===== src/rtl/core/mts_pkg.sv =====
package mts_pkg;

    localparam int DATA_W     = 32;
    localparam int MODE_W     = 2;
    localparam int CAP_W      = 7;
    localparam int STAT_W     = 2;
    localparam int OUT_DATA_W = 3 * DATA_W;
    localparam int OUT_USER_W = STAT_W + 2;

    localparam logic [CAP_W-1:0] CAP_RESET = 7'd64;

    localparam logic [MODE_W-1:0] MODE_PUSH  = 2'd0;
    localparam logic [MODE_W-1:0] MODE_POP   = 2'd1;
    localparam logic [MODE_W-1:0] MODE_QUERY = 2'd2;

    localparam logic [STAT_W-1:0] STAT_OK    = 2'd0;
    localparam logic [STAT_W-1:0] STAT_FULL  = 2'd1;
    localparam logic [STAT_W-1:0] STAT_EMPTY = 2'd2;

    typedef enum logic {
        ST_IDLE,
        ST_POP
    } state_t;

endpackage


===== src/rtl/core/mts_ram.sv =====
module mts_ram #(
    parameter int DEPTH = 64,
    parameter int WIDTH = 32
) (
    input  logic                     clk,
    input  logic                     we,
    input  logic [$clog2(DEPTH)-1:0] waddr,
    input  logic [WIDTH-1:0]         wdata,
    input  logic [$clog2(DEPTH)-1:0] raddr,
    output logic [WIDTH-1:0]         rdata
);

    logic [WIDTH-1:0] mem [DEPTH];

    always_ff @(posedge clk) begin
        if (we) begin
            mem[waddr] <= wdata;
        end
        rdata <= mem[raddr];
    end

endmodule


===== src/rtl/core/min_tracking_stack.sv =====
// channel  | ports                          | contents (low bits first)
// s_ in    | s_tvalid s_tready s_tdata/user | tdata: push_value; tuser: mode
// m_ out   | m_tvalid m_tready m_tdata/user | tdata: popped, top, min;
//          |                                | tuser: is_empty, is_full, status
// cfg      | cfg_wr_en cfg_wr_data          | capacity
// push, query and refused requests give their result in the cycle after acceptance
// a successful pop passes through ST_POP: the new tops come from registered reads of
// the value and minimum memories, and no request is taken while in ST_POP
// reset clears both counts and sets capacity to 64; memories are not cleared
// the input stalls while a result sits in the output register untaken
module min_tracking_stack #(
    parameter int DEPTH = 64
) (
    input  logic                               aclk,
    input  logic                               aresetn,
    input  logic                               cfg_wr_en,
    input  logic [mts_pkg::CAP_W-1:0]          cfg_wr_data,
    input  logic                               s_tvalid,
    output logic                               s_tready,
    input  logic [mts_pkg::DATA_W-1:0]         s_tdata,  // push_value
    input  logic [mts_pkg::MODE_W-1:0]         s_tuser,  // mode
    output logic                               m_tvalid,
    input  logic                               m_tready,
    output logic [mts_pkg::OUT_DATA_W-1:0]     m_tdata,  // popped_value, top_value, min_value
    output logic [mts_pkg::OUT_USER_W-1:0]     m_tuser   // is_empty, is_full, status
);
    import mts_pkg::*;

    localparam int AW = $clog2(DEPTH);
    localparam int CW = $clog2(DEPTH + 1);
    localparam int XW = (CW > CAP_W) ? CW : CAP_W;

    state_t                  state_reg, state_next;
    logic [CW-1:0]           count_reg, count_next;
    logic [CW-1:0]           min_count_reg, min_count_next;
    logic signed [DATA_W-1:0] top_reg, top_next;
    logic signed [DATA_W-1:0] min_top_reg, min_top_next;
    logic [DATA_W-1:0]       popped_reg, popped_next;
    logic                    min_pop_reg, min_pop_next;
    logic [CAP_W-1:0]        capacity_reg;
    logic                    m_valid_reg, m_valid_next;
    logic [OUT_DATA_W-1:0]   out_data_reg, out_data_next;
    logic [OUT_USER_W-1:0]   out_user_reg, out_user_next;

    logic                    val_we, min_we;
    logic [AW-1:0]           val_waddr, min_waddr, val_raddr, min_raddr;
    logic signed [DATA_W-1:0] push_val;
    logic [DATA_W-1:0]       val_rdata, min_rdata;
    logic [CW-1:0]           cnt_m2, min_cnt_m2;
    logic [XW-1:0]           cap_wide, cap_use;
    logic                    out_free, accept;
    logic                    res_load;
    logic [STAT_W-1:0]       res_status;
    logic [DATA_W-1:0]       res_popped, res_top, res_min;

    mts_ram #(.DEPTH(DEPTH), .WIDTH(DATA_W)) u_val_ram (
        .clk   (aclk),
        .we    (val_we),
        .waddr (val_waddr),
        .wdata (s_tdata),
        .raddr (val_raddr),
        .rdata (val_rdata)
    );

    mts_ram #(.DEPTH(DEPTH), .WIDTH(DATA_W)) u_min_ram (
        .clk   (aclk),
        .we    (min_we),
        .waddr (min_waddr),
        .wdata (s_tdata),
        .raddr (min_raddr),
        .rdata (min_rdata)
    );

    assign push_val   = signed'(s_tdata);
    assign cnt_m2     = count_reg - CW'(2);
    assign min_cnt_m2 = min_count_reg - CW'(2);
    assign val_raddr  = cnt_m2[AW-1:0];
    assign min_raddr  = min_cnt_m2[AW-1:0];
    assign val_waddr  = count_reg[AW-1:0];
    assign min_waddr  = min_count_reg[AW-1:0];

    assign cap_wide = XW'(capacity_reg);
    assign cap_use  = (cap_wide == '0) ? XW'(1) :
                      (cap_wide > XW'(DEPTH)) ? XW'(DEPTH) : cap_wide;

    assign out_free = !m_valid_reg || m_tready;
    assign s_tready = (state_reg == ST_IDLE) && out_free;
    assign accept   = s_tvalid && s_tready;

    assign m_tvalid = m_valid_reg;
    assign m_tdata  = out_data_reg;
    assign m_tuser  = out_user_reg;

    always_comb begin
        state_next     = state_reg;
        count_next     = count_reg;
        min_count_next = min_count_reg;
        top_next       = top_reg;
        min_top_next   = min_top_reg;
        popped_next    = popped_reg;
        min_pop_next   = min_pop_reg;
        m_valid_next   = m_valid_reg && !m_tready;
        out_data_next  = out_data_reg;
        out_user_next  = out_user_reg;
        val_we         = 1'b0;
        min_we         = 1'b0;
        res_load       = 1'b0;
        res_status     = STAT_OK;
        res_popped     = '0;

        case (state_reg)
            ST_IDLE: begin
                if (accept) begin
                    res_load = 1'b1;
                    case (s_tuser)
                        MODE_PUSH: begin
                            if (XW'(count_reg) >= cap_use) begin
                                res_status = STAT_FULL;
                            end else begin
                                val_we     = 1'b1;
                                count_next = count_reg + CW'(1);
                                top_next   = push_val;
                                if ((min_count_reg == '0 || push_val <= min_top_reg) &&
                                    min_count_reg < CW'(DEPTH)) begin
                                    min_we         = 1'b1;
                                    min_count_next = min_count_reg + CW'(1);
                                    min_top_next   = push_val;
                                end
                            end
                        end
                        MODE_POP: begin
                            if (count_reg == '0) begin
                                res_status = STAT_EMPTY;
                            end else begin
                                res_load     = 1'b0;
                                popped_next  = top_reg;
                                count_next   = count_reg - CW'(1);
                                min_pop_next = 1'b0;
                                if (min_count_reg != '0 && top_reg == min_top_reg) begin
                                    min_count_next = min_count_reg - CW'(1);
                                    min_pop_next   = 1'b1;
                                end
                                state_next = ST_POP;
                            end
                        end
                        default: begin
                        end
                    endcase
                end
            end
            ST_POP: begin
                // new tops come from the memory reads issued at acceptance
                top_next = signed'(val_rdata);
                if (min_pop_reg) begin
                    min_top_next = signed'(min_rdata);
                end
                res_load   = 1'b1;
                res_popped = popped_reg;
                state_next = ST_IDLE;
            end
            default: begin
                state_next = ST_IDLE;
            end
        endcase

        res_top = (count_next != '0) ? top_next : '0;
        res_min = (count_next != '0 && min_count_next != '0) ? min_top_next : '0;
        if (res_load) begin
            m_valid_next  = 1'b1;
            out_data_next = {res_min, res_top, res_popped};
            out_user_next = {res_status, XW'(count_next) >= cap_use, count_next == '0};
        end
    end

    always_ff @(posedge aclk) begin
        if (!aresetn) begin
            state_reg     <= ST_IDLE;
            count_reg     <= '0;
            min_count_reg <= '0;
            capacity_reg  <= CAP_RESET;
            m_valid_reg   <= 1'b0;
            min_pop_reg   <= 1'b0;
        end else begin
            state_reg     <= state_next;
            count_reg     <= count_next;
            min_count_reg <= min_count_next;
            m_valid_reg   <= m_valid_next;
            min_pop_reg   <= min_pop_next;
            if (cfg_wr_en) begin
                capacity_reg <= cfg_wr_data;
            end
        end
    end

    always_ff @(posedge aclk) begin
        top_reg      <= top_next;
        min_top_reg  <= min_top_next;
        popped_reg   <= popped_next;
        out_data_reg <= out_data_next;
        out_user_reg <= out_user_next;
    end

endmodule


===== config.mk =====
export PLATFORM = sky130hd
export DESIGN_NAME = min_tracking_stack
export DESIGN_NICKNAME = d
export VERILOG_FILES = /design/src/rtl/core/mts_pkg.sv /design/src/rtl/core/mts_ram.sv /design/src/rtl/core/min_tracking_stack.sv
export SDC_FILE = /design/constraint.sdc
export NUM_CORES = 2
export LEC_CHECK = 0
export BUFFER_PORTS_ARGS = -buffer_cell sky130_fd_sc_hd__buf_2
export CORE_MARGIN = 3
export CORE_UTILIZATION = 58
export CTS_BUF_LIST = sky130_fd_sc_hd__clkbuf_8 sky130_fd_sc_hd__clkbuf_16
export CTS_CLUSTER_SIZE = 20
export DETAILED_ROUTE_END_ITERATION = 6
export HOLD_SLACK_MARGIN = 0.15
export PLACE_DENSITY = 0.79
export SLEW_MARGIN = 15
export SYNTH_ARGS = -nofsm -noshare
export SYNTH_HDL_FRONTEND = slang
export SYNTH_SLANG_ARGS = --single-unit

===== constraint.sdc =====
create_clock -name aclk -period 17.1 [get_ports aclk]
set_input_delay 3.42 -clock aclk [delete_from_list [all_inputs] [get_ports aclk]]
set_output_delay 3.42 -clock aclk [all_outputs]
set_load 0.01 [all_outputs]

==> impl_metrics.env <==
export IMPL_post_synthesis_compound_gate_area_fraction=0.006273
export IMPL_post_dp_hpwl_um=268300
export IMPL_vias=86334
export IMPL_sw_frac_of_total=0.2415
export IMPL_gp_routability_congestion=1.000
export IMPL_fmax_ghz=0.1146
export IMPL_floorplan_die_area_sq_um=295400
export IMPL_synth_area_sq_um=167500
export IMPL_postLayoutSetupSlackWorst_ps=8373
export IMPL_mostFrequentLayoutCell="sky130_fd_sc_hd__edfxtp_1"
export IMPL_drv_slew=0
export IMPL_synth_ff_latch_count=4380
export IMPL_cts_sink_count=4380
export IMPL_seq_power_share=0.510
export IMPL_worst_setup_path_end_kind="register"
export IMPL_cts_htree_levels=5
export IMPL_synth_xor_area_frac=0.002143
export IMPL_antenna_found_initial=93
export IMPL_drt_drc_violations_left=21
export IMPL_post_route_period_util=0.5104
export IMPL_critical_path_data_arrival_time_ps=9240
export IMPL_area_growth_pct=12.43
export IMPL_clock_insertion_delay_at_the_later_pin_of_the_skew_report_ps=940
export IMPL_std_cell_rows=196
export IMPL_globalRouteTotalUtil=0.3401
export IMPL_top_reg_cell_synth="sky130_fd_sc_hd__edfxtp_1"
export IMPL_power_ir_vdd_worst_uv=113.9
export IMPL_via_count_of_the_first_global_routing_pass=83659
export IMPL_die_height_um=543.5
export IMPL_final_min_clock_period_ps=8727
export IMPL_dominant_combinational_cell_family_by_area_after_synthesis="multiplexers"
export IMPL_slew_headroom=0.1323
export IMPL_synthesis_warnings=0
export IMPL_netlist_area_leader_share=0.7578
export IMPL_power_density_nw_per_um2=126.7
export IMPL_clk_pin_slew_ps=60
export IMPL_drtPass1Iterations=7
export IMPL_postCtsHoldBufs=0
export IMPL_portBuffers=147
export IMPL_setup_repair_after_global_routing_missed_its_margin="no"
export IMPL_synth_largest_area_cell="sky130_fd_sc_hd__edfxtp_1"
export IMPL_p_leak_nw=57.40
export IMPL_commonest_cells_after_routing_fill_and_taps_aside="4228 x sky130_fd_sc_hd__edfxtp_1, 1328 x sky130_fd_sc_hd__mux4_2, 421 x sky130_fd_sc_hd__clkbuf_16"
export IMPL_status="complete, but fails checks"
export IMPL_net_switching_component_of_the_power_mw=5.762
export IMPL_global_route_overflow_total=0
export IMPL_synthTopCellsByArea="sky130_fd_sc_hd__edfxtp_1 76%, sky130_fd_sc_hd__mux4_2 18%, sky130_fd_sc_hd__dfxtp_1 1.8%"
export IMPL_fin_nets=7562
export IMPL_setup_viol=0
export IMPL_critical_path_data_required_time_ps=17610
export IMPL_yosys_cell_types_count=67
export IMPL_post_synth_inst_count=7040
export IMPL_power_clock_fraction=0.396
export IMPL_core_area_sq_um=286200
export IMPL_cts_repair_resized=0
export IMPL_cts_root_to_sink_buffers=4
export IMPL_synth_net_count=7147
export IMPL_max_cap_viol_count=0
export IMPL_failed_checks="DRC"
export IMPL_tightestPinTransition_ps=1298
export IMPL_worst_setup_path_type="in -> reg"
export IMPL_muxShareOfSynthArea=0.1860
export IMPL_post_synth_fa_ha_maj_area_fraction=0.004555
export IMPL_synth_area_per_cell_sq_um=23.80
export IMPL_pre_cts_slack_ps=7783
export IMPL_asyncSetResetFlopFracSynth=0
export IMPL_finalHoldViolCount=0
export IMPL_dieWidth_um=543.5
export IMPL_synth_edf_count=4228
export IMPL_drive_gt1_frac=0.3211
export IMPL_final_setup_skew_ps=49.88
export IMPL_postCtsSetupRepairBufs=0
export IMPL_fillCellCount=16424
export IMPL_cp_max_fo=71
export IMPL_io_pins=148
export IMPL_initial_core_util=0.5854
export IMPL_wirelength_um=504600
export IMPL_cts_tree="done"
export IMPL_comb_power_share=0.093
export IMPL_setup_tns_final_ps=0
export IMPL_cts_inserted_buffers=411
export IMPL_root_buffer_selected_by_cts="sky130_fd_sc_hd__clkbuf_16"
export IMPL_synth_simple_gate_area_frac=0.01534
export IMPL_maximum_number_of_pins_on_one_net_before_global_route_repair=150
export IMPL_yosysSeqAreaShare=0.7759
export IMPL_per_cell_routed_wire_length_um=43.52
export IMPL_holdCritPathClass="reg -> reg"
export IMPL_cp_start_kind="primary input"
export IMPL_intPower_mw=18.10
export IMPL_ant_nets=0
export IMPL_routed_via_density=7.447
export IMPL_grt_pass1_wl_um=690900
export IMPL_drtIter0Drc=15988
-- critical path, cell delays in order --
cell and delay [ps]:
sky130_fd_sc_hd__buf_4 770, sky130_fd_sc_hd__ha_1 390, sky130_fd_sc_hd__nand4_2 140, sky130_fd_sc_hd__nor3_1 70
sky130_fd_sc_hd__a221o_1 310, sky130_fd_sc_hd__a211o_1 280, sky130_fd_sc_hd__nor4_1 490, sky130_fd_sc_hd__nor2_4 270
sky130_fd_sc_hd__buf_4 290, sky130_fd_sc_hd__nor2_1 540, sky130_fd_sc_hd__nand2_1 940, sky130_fd_sc_hd__nor2_4 1230
-- synth_stat cells, types with 7 or more instances --
master	instances
sky130_fd_sc_hd__edfxtp_1	4228
sky130_fd_sc_hd__mux4_2	1328
sky130_fd_sc_hd__clkbuf_1	226
sky130_fd_sc_hd__nor2_1	178
sky130_fd_sc_hd__dfxtp_1	152
sky130_fd_sc_hd__mux2i_1	114
sky130_fd_sc_hd__buf_1	106
sky130_fd_sc_hd__nand2_1	104
sky130_fd_sc_hd__and2_1	73
sky130_fd_sc_hd__a21oi_1	63
sky130_fd_sc_hd__ha_1	61
sky130_fd_sc_hd__o21ai_0	60
sky130_fd_sc_hd__inv_1	50
sky130_fd_sc_hd__nor3_1	36
sky130_fd_sc_hd__xor2_1	28
sky130_fd_sc_hd__buf_2	27
sky130_fd_sc_hd__nand3_1	25
sky130_fd_sc_hd__nor3b_1	21
sky130_fd_sc_hd__nor4_1	13
sky130_fd_sc_hd__xnor2_1	13
sky130_fd_sc_hd__nand4_1	12
sky130_fd_sc_hd__nor2b_1	11
sky130_fd_sc_hd__mux2_2	10
sky130_fd_sc_hd__nor3b_2	10
sky130_fd_sc_hd__a211oi_1	7
sky130_fd_sc_hd__or3_1	7
-- metal layers --
metal	routed length (um)	GRT usage	up-vias
met2	234300	0.5139	8873
met4	33620	0.1764	48
met3	75010	0.1017	1617
li1	-	-	30962
met5	428	0.003734	-
met1	161200	0.4556	44834
-- stage by stage --
step | power (mW) | std cells | hold WS (ps) | utilization | instance area (sq um)
after floorplan | 13.50 | 7040 | 425.5 | - | 167500
after global placement | 14.42 | 10793 | 436.8 | 0.6091 | 174300
after detailed placement | 14.46 | 10795 | 453.7 | 0.6092 | 174400
after CTS | 23.75 | 11546 | 468.3 | 0.6571 | 188100
after global routing | 24.27 | 11569 | 495.7 | 0.6580 | 188300
final | 23.86 | 11593 | 477.4 | 0.6582 | 188400
-- area by class of cell --
type,count,area (sq um),share of cell area
Sequential cell,4380,130000,0.6902
Multi-Input combinational cell,2244,36940,0.1961
Clock buffer,439,10780,0.05724
Tap cell,3762,4707,0.02499
Clock inverter,312,2912,0.01546
Timing Repair Buffer,366,2725,0.01447
Inverter,52,195.2,0.001036
Antenna cell,38,95.09,0.0005048
-- path summary, 6_finish.rpt --
kind	cells past startpoint	to	slack, ps	start
hold reg to reg	2	top_reg[1]	480	u_val_ram.rdata[1]
hold / removal	2	top_reg[1]	480	u_val_ram.rdata[1]
setup / recovery	12	u_min_ram.mem[8][14]	8370	s_tdata[28]
setup reg to reg	8	u_min_ram.rdata[9]	9930	min_count_reg[1]
-- cells by family after synthesis --
logic type	after synthesis
compound gates	177
xor+xnor	41
fa+ha+maj	61
buf+inv	416
flops	4380
mux	1452
simple gates	513
-- power by group through the flow --
| stage | Sequential [mW] | Combinational (mW) | Clock [mW] |
|---|---|---|---|
| final | 12.2 | 2.23 | 9.45 |
| after floorplan | 12.2 | 1.27 | 0 |
| after global routing | 12.2 | 2.28 | 9.82 |
| after global placement | 12.4 | 2.05 | 0 |
| after CTS | 12.2 | 2.15 | 9.44 |
| after detailed placement | 12.4 | 2.09 | 0 |
(Power assumes the default switching activity.)
